===== config.mk =====
export PLATFORM = sky130hd
export DESIGN_NAME = ordered_array_table
export DESIGN_NICKNAME = d
export VERILOG_FILES = /design/src/olt_pkg.sv /design/src/ordered_array_table.sv /design/src/olt_mem.sv /design/src/olt_seq.sv
export SDC_FILE = /design/constraint.sdc
export NUM_CORES = 1
export LEC_CHECK = 0
export BUFFER_PORTS_ARGS = -buffer_cell sky130_fd_sc_hd__buf_2
export CORE_ASPECT_RATIO = 0.8
export CORE_MARGIN = 3
export CORE_UTILIZATION = 30
export DETAILED_ROUTE_END_ITERATION = 10
export GPL_TIMING_DRIVEN = 0
export PLACE_DENSITY = 0.44
export SETUP_SLACK_MARGIN = 0.4
export SYNTH_ARGS = -nofsm -noshare
export SYNTH_HDL_FRONTEND = slang
export SYNTH_SLANG_ARGS = --single-unit

===== constraint.sdc =====
create_clock -name clk_i -period 9.6 [get_ports clk_i]
set_input_delay 0.96 -clock clk_i [delete_from_list [all_inputs] [get_ports clk_i]]
set_output_delay 0.96 -clock clk_i [all_outputs]
set_load 0.05 [all_outputs]

===== src/olt_pkg.sv =====
// Shared types and codes for the ordered array table.
// No dependencies; every other file in src refers to it by scoped names.
package olt_pkg;

  // Widths fixed by the command and result fields
  localparam int unsigned WordW = 32;
  localparam int unsigned IdxW  = 5;
  localparam int unsigned ModeW = 3;
  localparam int unsigned StatW = 3;

  // Command codes
  typedef enum logic [ModeW-1:0] {
    ModeClear   = 3'd0,
    ModeAppend  = 3'd1,
    ModeDisplay = 3'd2,
    ModeInsAt   = 3'd3,
    ModeDelAt   = 3'd4,
    ModeSortIns = 3'd5,
    ModeDelVal  = 3'd6
  } mode_e;

  // Result status codes
  typedef enum logic [StatW-1:0] {
    StatOk       = 3'd0,
    StatFull     = 3'd1,
    StatEmpty    = 3'd2,
    StatBadPos   = 3'd3,
    StatNotFound = 3'd4
  } status_e;

  // One access to the entry memory; the sequencer never reads and writes together
  typedef struct packed {
    logic             re;
    logic [IdxW-1:0]  raddr;
    logic             we;
    logic [IdxW-1:0]  waddr;
    logic [WordW-1:0] wdata;
  } mem_req_t;

  // Result fields waiting to be loaded into the output register
  typedef struct packed {
    status_e          status;
    logic [WordW-1:0] value;
    logic [IdxW-1:0]  where;
    logic             last;
  } res_t;

endpackage


===== src/ordered_array_table.sv =====
// Ordered array table: a packed table of signed 32-bit words with a count.
// Depends on olt_pkg, olt_mem and olt_seq.
//
// Use: command beats come in on in_valid_i/in_stall_o with mode_i, position_i
// and element_i; one beat is taken when in_valid_i is high and in_stall_o low.
// Result beats leave on out_valid_o/out_stall_i with status_o, value_o,
// where_o, count_o and last_o. Display of a non-empty table gives one beat
// per entry with last_o on the final one, the unused mode code gives none,
// and every other command gives one result beat. The capacity register is
// written through cfg_we_i/cfg_wdata_i; the user must write it only while
// the table is idle, as the block does not enforce this; it resets to 16.
// Clear and append go straight to the result; display reads, captures and
// emits each entry in turn; insert at p and sorted insert fetch and write each
// entry shifted up; delete reads and compares each entry searched, then reads
// and writes each shifted down, a step at a time through the one port pair.
// Reset empties the table at once (no clearing pass); entry contents are
// left as they are. A stalled receiver holds the result beat and the
// sequencer waits for the register to free; input stays stalled until the
// command has delivered its last beat to the result register.
module ordered_array_table #(
  parameter int unsigned DEPTH = 16
) (
  input  logic                        clk_i,
  input  logic                        rst_ni,
  input  logic                        cfg_we_i,
  input  logic [olt_pkg::IdxW-1:0]    cfg_wdata_i,
  input  logic                        in_valid_i,
  output logic                        in_stall_o,
  input  logic [olt_pkg::ModeW-1:0]   mode_i,
  input  logic [olt_pkg::IdxW-1:0]    position_i,
  input  logic [olt_pkg::WordW-1:0]   element_i,
  output logic                        out_valid_o,
  input  logic                        out_stall_i,
  output logic [olt_pkg::StatW-1:0]   status_o,
  output logic [olt_pkg::WordW-1:0]   value_o,
  output logic [olt_pkg::IdxW-1:0]    where_o,
  output logic [olt_pkg::IdxW-1:0]    count_o,
  output logic                        last_o
);

  logic [olt_pkg::IdxW-1:0]  cap_q, cap_d;
  logic [olt_pkg::IdxW-1:0]  limit;
  olt_pkg::mem_req_t         req;
  logic [olt_pkg::WordW-1:0] rdata;

  // Take a capacity write
  always_comb begin
    cap_d = cap_q;
    if (cfg_we_i) begin
      cap_d = cfg_wdata_i;
    end
  end

  always_ff @(posedge clk_i or negedge rst_ni) begin
    if (!rst_ni) begin
      cap_q <= olt_pkg::IdxW'(16);
    end else begin
      cap_q <= cap_d;
    end
  end

  // Clamp the limit to the table depth
  assign limit = (32'(cap_q) > DEPTH) ? olt_pkg::IdxW'(DEPTH) : cap_q;

  olt_mem #(
    .DEPTH (DEPTH)
  ) u_mem (
    .clk_i   (clk_i),
    .req_i   (req),
    .rdata_o (rdata)
  );

  olt_seq #(
    .DEPTH (DEPTH)
  ) u_seq (
    .clk_i       (clk_i),
    .rst_ni      (rst_ni),
    .limit_i     (limit),
    .in_valid_i  (in_valid_i),
    .in_stall_o  (in_stall_o),
    .mode_i      (mode_i),
    .position_i  (position_i),
    .element_i   (element_i),
    .req_o       (req),
    .rdata_i     (rdata),
    .out_valid_o (out_valid_o),
    .out_stall_i (out_stall_i),
    .status_o    (status_o),
    .value_o     (value_o),
    .where_o     (where_o),
    .count_o     (count_o),
    .last_o      (last_o)
  );

endmodule


===== src/olt_mem.sv =====
// Entry store of the ordered array table: one write and one read port,
// read data registered. Depends on olt_pkg for the request struct.
module olt_mem #(
  parameter int unsigned DEPTH = 16
) (
  input  logic                        clk_i,
  input  olt_pkg::mem_req_t           req_i,
  output logic [olt_pkg::WordW-1:0]   rdata_o
);

  localparam int unsigned AW = (DEPTH > 1) ? $clog2(DEPTH) : 1;

  logic [olt_pkg::WordW-1:0] mem_q [DEPTH];
  logic [olt_pkg::WordW-1:0] rdata_q;

  // Write one entry
  always_ff @(posedge clk_i) begin
    if (req_i.we) begin
      mem_q[AW'(req_i.waddr)] <= req_i.wdata;
    end
  end

  // Read one entry; hold the data until the next read
  always_ff @(posedge clk_i) begin
    if (req_i.re) begin
      rdata_q <= mem_q[AW'(req_i.raddr)];
    end
  end

  assign rdata_o = rdata_q;

endmodule


===== src/olt_seq.sv =====
// Command sequencer of the ordered array table: decodes a command, walks the
// entry memory a step at a time and drives the result register. Uses olt_pkg.
module olt_seq #(
  parameter int unsigned DEPTH = 16
) (
  input  logic                        clk_i,
  input  logic                        rst_ni,
  input  logic [olt_pkg::IdxW-1:0]    limit_i,
  input  logic                        in_valid_i,
  output logic                        in_stall_o,
  input  logic [olt_pkg::ModeW-1:0]   mode_i,
  input  logic [olt_pkg::IdxW-1:0]    position_i,
  input  logic [olt_pkg::WordW-1:0]   element_i,
  output olt_pkg::mem_req_t           req_o,
  input  logic [olt_pkg::WordW-1:0]   rdata_i,
  output logic                        out_valid_o,
  input  logic                        out_stall_i,
  output logic [olt_pkg::StatW-1:0]   status_o,
  output logic [olt_pkg::WordW-1:0]   value_o,
  output logic [olt_pkg::IdxW-1:0]    where_o,
  output logic [olt_pkg::IdxW-1:0]    count_o,
  output logic                        last_o
);

  typedef enum logic [3:0] {
    StIdle,
    StInsChk,
    StInsCmp,
    StScanRd,
    StScanCmp,
    StDelChk,
    StDelMv,
    StDispRd,
    StDispCap,
    StEmit
  } state_e;

  state_e                    state_q, state_d;
  olt_pkg::mode_e            mode_q, mode_d;
  logic [olt_pkg::IdxW-1:0]  pos_q, pos_d;
  logic [olt_pkg::WordW-1:0] elem_q, elem_d;
  logic [olt_pkg::IdxW-1:0]  used_q, used_d;
  logic [olt_pkg::IdxW-1:0]  idx_q, idx_d;
  logic [olt_pkg::WordW-1:0] dword_q, dword_d;
  logic [olt_pkg::IdxW-1:0]  dpos_q, dpos_d;
  olt_pkg::res_t             em_q, em_d;
  logic                      out_valid_q, out_valid_d;
  olt_pkg::res_t             out_q, out_d;
  logic [olt_pkg::IdxW-1:0]  out_count_q, out_count_d;

  logic                      full;
  logic                      slot_free;
  logic [olt_pkg::IdxW-1:0]  idx_inc;
  logic [olt_pkg::IdxW-1:0]  idx_dec;
  logic [olt_pkg::IdxW-1:0]  used_inc;
  logic [olt_pkg::IdxW-1:0]  ins_stop;
  olt_pkg::mode_e            mode_in;

  assign full      = used_q >= limit_i;
  assign slot_free = !out_valid_q || !out_stall_i;
  assign idx_inc   = olt_pkg::IdxW'(idx_q + 1'b1);
  assign idx_dec   = olt_pkg::IdxW'(idx_q - 1'b1);
  assign used_inc  = olt_pkg::IdxW'(used_q + 1'b1);
  assign ins_stop  = (mode_q == olt_pkg::ModeSortIns) ? '0 : olt_pkg::IdxW'(pos_q - 1'b1);
  assign mode_in   = olt_pkg::mode_e'(mode_i);

  // Decode, walk the memory and queue results
  always_comb begin
    state_d     = state_q;
    mode_d      = mode_q;
    pos_d       = pos_q;
    elem_d      = elem_q;
    used_d      = used_q;
    idx_d       = idx_q;
    dword_d     = dword_q;
    dpos_d      = dpos_q;
    em_d        = em_q;
    out_valid_d = out_valid_q;
    out_d       = out_q;
    out_count_d = out_count_q;
    req_o       = '0;

    // Drop the result beat once taken
    if (out_valid_q && !out_stall_i) begin
      out_valid_d = 1'b0;
    end

    case (state_q)
      StIdle: begin
        if (in_valid_i) begin
          mode_d  = mode_in;
          pos_d   = position_i;
          elem_d  = element_i;
          em_d    = '{status: olt_pkg::StatOk, value: '0, where: '0, last: 1'b1};
          state_d = StEmit;
          case (mode_in)
            olt_pkg::ModeClear: begin
              used_d = '0;
            end
            olt_pkg::ModeAppend: begin
              if (full) begin
                em_d.status = olt_pkg::StatFull;
              end else begin
                req_o.we    = 1'b1;
                req_o.waddr = used_q;
                req_o.wdata = element_i;
                used_d      = used_inc;
              end
            end
            olt_pkg::ModeDisplay: begin
              if (used_q == '0) begin
                em_d.status = olt_pkg::StatEmpty;
              end else begin
                idx_d   = '0;
                state_d = StDispRd;
              end
            end
            olt_pkg::ModeInsAt: begin
              if (full) begin
                em_d.status = olt_pkg::StatFull;
              end else if (position_i == '0 ||
                           {1'b0, position_i} > ({1'b0, used_q} + 1'b1)) begin
                em_d.status = olt_pkg::StatBadPos;
              end else begin
                idx_d   = used_q;
                state_d = StInsChk;
              end
            end
            olt_pkg::ModeSortIns: begin
              if (full) begin
                em_d.status = olt_pkg::StatFull;
              end else begin
                idx_d   = used_q;
                state_d = StInsChk;
              end
            end
            olt_pkg::ModeDelAt: begin
              if (used_q == '0) begin
                em_d.status = olt_pkg::StatEmpty;
              end else if (position_i == '0 || position_i > used_q) begin
                em_d.status = olt_pkg::StatBadPos;
              end else begin
                idx_d   = olt_pkg::IdxW'(position_i - 1'b1);
                state_d = StScanRd;
              end
            end
            olt_pkg::ModeDelVal: begin
              if (used_q == '0) begin
                em_d.status = olt_pkg::StatEmpty;
              end else begin
                idx_d   = '0;
                state_d = StScanRd;
              end
            end
            default: begin
              // unused code: no result
              state_d = StIdle;
            end
          endcase
        end
      end

      // Insert: stop at the target slot or fetch the entry below it
      StInsChk: begin
        if (idx_q == ins_stop) begin
          req_o.we    = 1'b1;
          req_o.waddr = idx_q;
          req_o.wdata = elem_q;
          used_d      = used_inc;
          em_d        = '{status: olt_pkg::StatOk, value: '0, where: '0, last: 1'b1};
          state_d     = StEmit;
        end else begin
          req_o.re    = 1'b1;
          req_o.raddr = idx_dec;
          state_d     = StInsCmp;
        end
      end

      // Insert: shift the fetched entry up, or place the word for sorted insert
      StInsCmp: begin
        req_o.we    = 1'b1;
        req_o.waddr = idx_q;
        if (mode_q == olt_pkg::ModeSortIns && !($signed(rdata_i) > $signed(elem_q))) begin
          req_o.wdata = elem_q;
          used_d      = used_inc;
          em_d        = '{status: olt_pkg::StatOk, value: '0, where: '0, last: 1'b1};
          state_d     = StEmit;
        end else begin
          req_o.wdata = rdata_i;
          idx_d       = idx_dec;
          state_d     = StInsChk;
        end
      end

      StScanRd: begin
        req_o.re    = 1'b1;
        req_o.raddr = idx_q;
        state_d     = StScanCmp;
      end

      // Delete: take the entry, report not found at the end, or advance the search
      StScanCmp: begin
        if (mode_q == olt_pkg::ModeDelAt || rdata_i == elem_q) begin
          dword_d = rdata_i;
          dpos_d  = idx_inc;
          state_d = StDelChk;
        end else if (idx_inc == used_q) begin
          em_d    = '{status: olt_pkg::StatNotFound, value: '0, where: '0, last: 1'b1};
          state_d = StEmit;
        end else begin
          idx_d   = idx_inc;
          state_d = StScanRd;
        end
      end

      // Delete: close the gap one entry at a time
      StDelChk: begin
        if ({1'b0, idx_q} + 1'b1 >= {1'b0, used_q}) begin
          used_d  = olt_pkg::IdxW'(used_q - 1'b1);
          em_d    = '{status: olt_pkg::StatOk, value: dword_q, where: dpos_q, last: 1'b1};
          state_d = StEmit;
        end else begin
          req_o.re    = 1'b1;
          req_o.raddr = idx_inc;
          state_d     = StDelMv;
        end
      end

      StDelMv: begin
        req_o.we    = 1'b1;
        req_o.waddr = idx_q;
        req_o.wdata = rdata_i;
        idx_d       = idx_inc;
        state_d     = StDelChk;
      end

      StDispRd: begin
        req_o.re    = 1'b1;
        req_o.raddr = idx_q;
        state_d     = StDispCap;
      end

      StDispCap: begin
        em_d    = '{status: olt_pkg::StatOk, value: rdata_i, where: idx_inc,
                    last: (idx_inc == used_q)};
        state_d = StEmit;
      end

      // Load the result beat when the register is free
      StEmit: begin
        if (slot_free) begin
          out_valid_d = 1'b1;
          out_d       = em_q;
          out_count_d = used_q;
          if (em_q.last) begin
            state_d = StIdle;
          end else begin
            idx_d   = idx_inc;
            state_d = StDispRd;
          end
        end
      end

      default: begin
        state_d = StIdle;
      end
    endcase
  end

  // Hold state, command and result registers
  always_ff @(posedge clk_i or negedge rst_ni) begin
    if (!rst_ni) begin
      state_q     <= StIdle;
      mode_q      <= olt_pkg::ModeClear;
      pos_q       <= '0;
      elem_q      <= '0;
      used_q      <= '0;
      idx_q       <= '0;
      dword_q     <= '0;
      dpos_q      <= '0;
      em_q        <= '0;
      out_valid_q <= 1'b0;
      out_q       <= '0;
      out_count_q <= '0;
    end else begin
      state_q     <= state_d;
      mode_q      <= mode_d;
      pos_q       <= pos_d;
      elem_q      <= elem_d;
      used_q      <= used_d;
      idx_q       <= idx_d;
      dword_q     <= dword_d;
      dpos_q      <= dpos_d;
      em_q        <= em_d;
      out_valid_q <= out_valid_d;
      out_q       <= out_d;
      out_count_q <= out_count_d;
    end
  end

  assign in_stall_o  = (state_q != StIdle);
  assign out_valid_o = out_valid_q;
  assign status_o    = out_q.status;
  assign value_o     = out_q.value;
  assign where_o     = out_q.where;
  assign count_o     = out_count_q;
  assign last_o      = out_q.last;

  // Reads and writes are interlocked: never both in one cycle
  a_no_rw_overlap: assert property (@(posedge clk_i) disable iff (!rst_ni)
    !(req_o.re && req_o.we))
    else $error("memory read and write issued together");

  // The count never passes the table depth
  a_used_bound: assert property (@(posedge clk_i) disable iff (!rst_ni)
    used_q <= DEPTH)
    else $error("entry count beyond depth");

  // Only display results can be followed by more beats of the same command
  a_mid_beat_ok: assert property (@(posedge clk_i) disable iff (!rst_ni)
    (out_valid_q && !out_q.last) |-> (out_q.status == olt_pkg::StatOk && out_q.where != '0))
    else $error("non-final beat with error status or no position");

  // While idle with no command offered, the memory sees no access
  a_idle_quiet: assert property (@(posedge clk_i) disable iff (!rst_ni)
    (state_q == StIdle && !in_valid_i) |-> (!req_o.re && !req_o.we))
    else $error("memory access while idle");

endmodule


==> impl_metrics.yaml <==
floorplanning:
  start_util_pct: 30.5
  fp.dieH_um: 294
  io_pins: 98
  die_width_um: 366
  num_rows: 104
  core-area_mm2: 0.102
  dieArea_mm2: 0.107
clock_network:
  post_cts_buffers: 0
  clk_pin_slew_ps: 60
  cts_max_level: 3
  clkSinkCount: 728
  ctsLongestPathBuffers: 3
  numCtsBuffers: 79
  ctsHoldBuffers: 0
  clock_latency_ps: 630
  cts_resized: 0
  cts_tree: "done"
  ctsRootBufferMaster: "clkbuf_16"
timing:
  fin_crit_sh_pct: 56.5
  rsz0062_at_grt: "no"
  finalWorstSetupSlack_ps: 4170
  hold_slack_ps: 388
  setup_tns_ps: 0
  finalCriticalPeriod_ps: 5430
  finalHoldViolCount: 0
  clock_skew_ps: 26.6
  setup_viol: 0
  slew_headroom_pct: 11.9
  maxSlewViolCount: 0
  worst_pin_slew_ps: 1320
  fmax_ghz: 0.184
synthesis:
  ys_seq_area_share_pct: 67.5
  synth_cells: 1839
  synth_edf_count: 544
  synth_top_area_cell: "edfxtp_1"
  synth.ff_latch_count: 728
  yosys-top-cells-area: "edfxtp_1, dfrtp_1, mux4_2"
  synth_nets: 1947
  syn_avg_cell_area_um2: 16.9
  synth_cell_types: 75
  synth_top_area_share_pct: 52.7
  synth_flop_cell: "edfxtp_1"
  yosysWarnings: 0
  synth_async_sr_flop_share_pct: 25.3
  synthesis.area_mm2: 0.0310
drt:
  routedWlPerCell_um: 24.2
  num_vias: 17264
  drc: 0
  drt-initial-drc-count: 1454
  drtPass1Iterations: 5
  ant_nets: 0
  viasPerCell: 4.96
  drt-total-wl_um: 84300
setup_path:
  worstPathCellList: "ha_1 > nand4_1 > nor4_1 > nand3_1 > a21oi_1 > o21ai_1 > nand2_1 > buf_1 > a221o_1"
  critPathArrivalTime_ps: 5760
  crit_buf_inv: 1
  worstSetupStartpointType: "flip-flop"
  crit_required_ps: 9930
  cp_max_fo: 16
  r2r_start: "u_mem.rdata_o[31]"
  crit_cells: 9
  worstSetupPathType: "flip-flop to flip-flop"
  r2r-end: "u_mem.mem_q[3][26]"
  rr_worst_depth: 9
  slowest_stage: "nor4_1"
  crit_path_end_kind: "flip-flop"
  reg2reg_slack_ps: 4170
  crit_family: "simple AND/OR/NAND/NOR gates"
  max_stage_delay_ps: 980
finish:
  drive_gt1_share_pct: 26.3
  nFillCells: 9541
  area_growth_pct: 17.6
  nNetsFinal: 2148
  stdcell_area_mm2: 0.0365
grt:
  grt_antenna_before_repair: 2
  grt_usage_pct: 15.8
  grt_pass1_wl_um: 124000
  gr-total-overflow: 0
  first_global_vias: 17939
  grt_max_degree: 96
power_and_ir_drop:
  power_density_mw_per_mm2: 335
  p_leak_nw: 14.0
  ir_drop_uv: 131
placement:
  dp_hpwl_um: 59500
  gp_congestion: 0.916
  io_buffers: 96
  place_area_mm2: 0.0338
  dpl_worst_slack_ps: 4250
hold_path:
  hp-class: "input port to asynchronous set/reset pin"
outcome:
  outcome: "finished clean"
flow_run:
  max_cap_viol_count: 0
==> layout make-up <==
class                           instances  area [µm²]  area share (%)
Antenna cell                            1        2.50         0.00686
Tap cell                             1378        1720            4.73
Multi-Input combinational cell        961        9370            25.7
Clock inverter                         37         478            1.31
Sequential cell                       728       20900            57.4
Buffer                                 95         623            1.71
Clock buffer                          106        2220            6.09
Inverter                               55         206           0.566
Timing Repair Buffer                  120         916            2.51
==> registers in the layout, indices dropped and copies added, names as in the netlist, 5 cells and up <==
| name | count |
|---|---|
| u_seq.elem_q | 32 |
| u_seq.dpos_q | 5 |
| u_seq.em_q | 41 |
| cap_q | 5 |
| u_seq.where_o | 5 |
| u_seq.used_q | 5 |
| u_mem.mem_q | 512 |
| u_seq.pos_q | 5 |
| u_mem.rdata_o | 32 |
| u_seq.idx_q | 5 |
| u_seq.dword_q | 32 |
| u_seq.value_o | 32 |
| u_seq.count_o | 5 |
==> Yosys cell counts (3+ instances only) <==
cell and n:
buf_4 4, mux2_2 111, o21a_1 4, nor4_1 7, mux2i_1 96, nand2_1 94, inv_2 3, clkbuf_1 37
nand3_1 22, nor2_1 84, nand4_1 10, a211oi_1 4, o31ai_1 4, nor2b_1 11, a22o_1 40, o22ai_1 5
buf_6 3, mux4_2 128, a31oi_1 4, o21ai_0 69, a2bb2oi_1 4, nor3_1 19, buf_1 12, xnor2_1 10
buf_12 10, edfxtp_1 544, inv_1 52, mux2_1 10, a21oi_1 34, xor2_1 3, ha_1 58, a22oi_1 5
or3_1 4, a221o_1 34, o32a_1 3, o21ai_1 6, dfrtp_1 183, and2_1 5, buf_2 26, nand2b_1 11
a21o_1 20, buf_8 3
==> placed cells by master (no fill, tap or decap), types with 9 or more instances in the layout <==
cell type / synthesis / final
edfxtp_1: 544 / 544
dfrtp_1: 183 / 183
mux4_2: 128 / 128
buf_2: 26 / 121
mux2_2: 111 / 111
mux2i_1: 96 / 96
nand2_1: 94 / 93
clkbuf_16: 0 / 83
nor2_1: 84 / 73
o21ai_0: 69 / 69
ha_1: 58 / 58
clkbuf_1: 37 / 54
inv_1: 52 / 52
a22o_1: 40 / 40
a21oi_1: 34 / 34
a221o_1: 34 / 34
buf_12: 10 / 24
nand3_1: 22 / 22
a21o_1: 20 / 20
nor3_1: 19 / 18
buf_1: 12 / 12
nand2b_1: 11 / 11
nor2_4: 0 / 11
bufinv_16: 0 / 11
clkinv_1: 0 / 11
xnor2_1: 10 / 10
nand4_1: 10 / 10
mux2_1: 10 / 10
clkinv_2: 0 / 10
buf_6: 3 / 9
==> through the flow <==
step / utilization (%) / std cells / total power (W)
6_report: 35.9 / 3481 / 0.0122
5_1_grt: 35.9 / 3480 / 0.0129
4_1_cts: 35.9 / 3480 / 0.0124
3_5_place_dp: 33.2 / 3337 / 0.00919
3_3_place_gp: 32.7 / 3313 / 0.00905
2_1_floorplan: - / 1839 / 0.00765
==> cell families (layout without fill, tap and decap cells) <==
family	Yosys count	count (layout)	synth area share, %
and+or+nand+nor	282	282	4.16
muxes	345	345	16.8
xor gates and xnor gates	13	13	0.367
DFF	728	728	67.5
adders and majority gates	58	58	2.34
buffers and inverters	150	413	2.67
other	0	1	0
AOI/OAI and AO/OA	263	263	6.16
==> how the worst max path moves through the flow <==
stage | slack, ps | start | endpoint
floorplan | 4480 | u_seq.used_q[0] | u_mem.mem_q[12][0]
global placement | -40 | u_seq.used_q[0] | u_mem.mem_q[12][13]
detailed placement | 4250 | u_mem.rdata_o[31] | u_mem.mem_q[11][26]
CTS | 4200 | u_mem.rdata_o[31] | u_mem.mem_q[11][26]
global route | 3960 | u_mem.rdata_o[25] | u_mem.mem_q[3][26]
finish | 4170 | u_mem.rdata_o[31] | u_mem.mem_q[3][26]
==> layer usage <==
metal  track usage [%]  wire, µm
met1              23.2     40400
met3              3.26      4990
met4              3.67      1490
met2              23.9     37400
met5                 0         0
==> power breakdown <==
group / total (W) / leakage [nW] / switching [W] / internal (W)
clock: 0.00317 / 1.32 / 0.00125 / 0.00192
sequential: 0.00458 / 7.48 / 0.000401 / 0.00418
combinational: 0.00448 / 5.22 / 0.00265 / 0.00183
(Power assumes the default switching activity.)
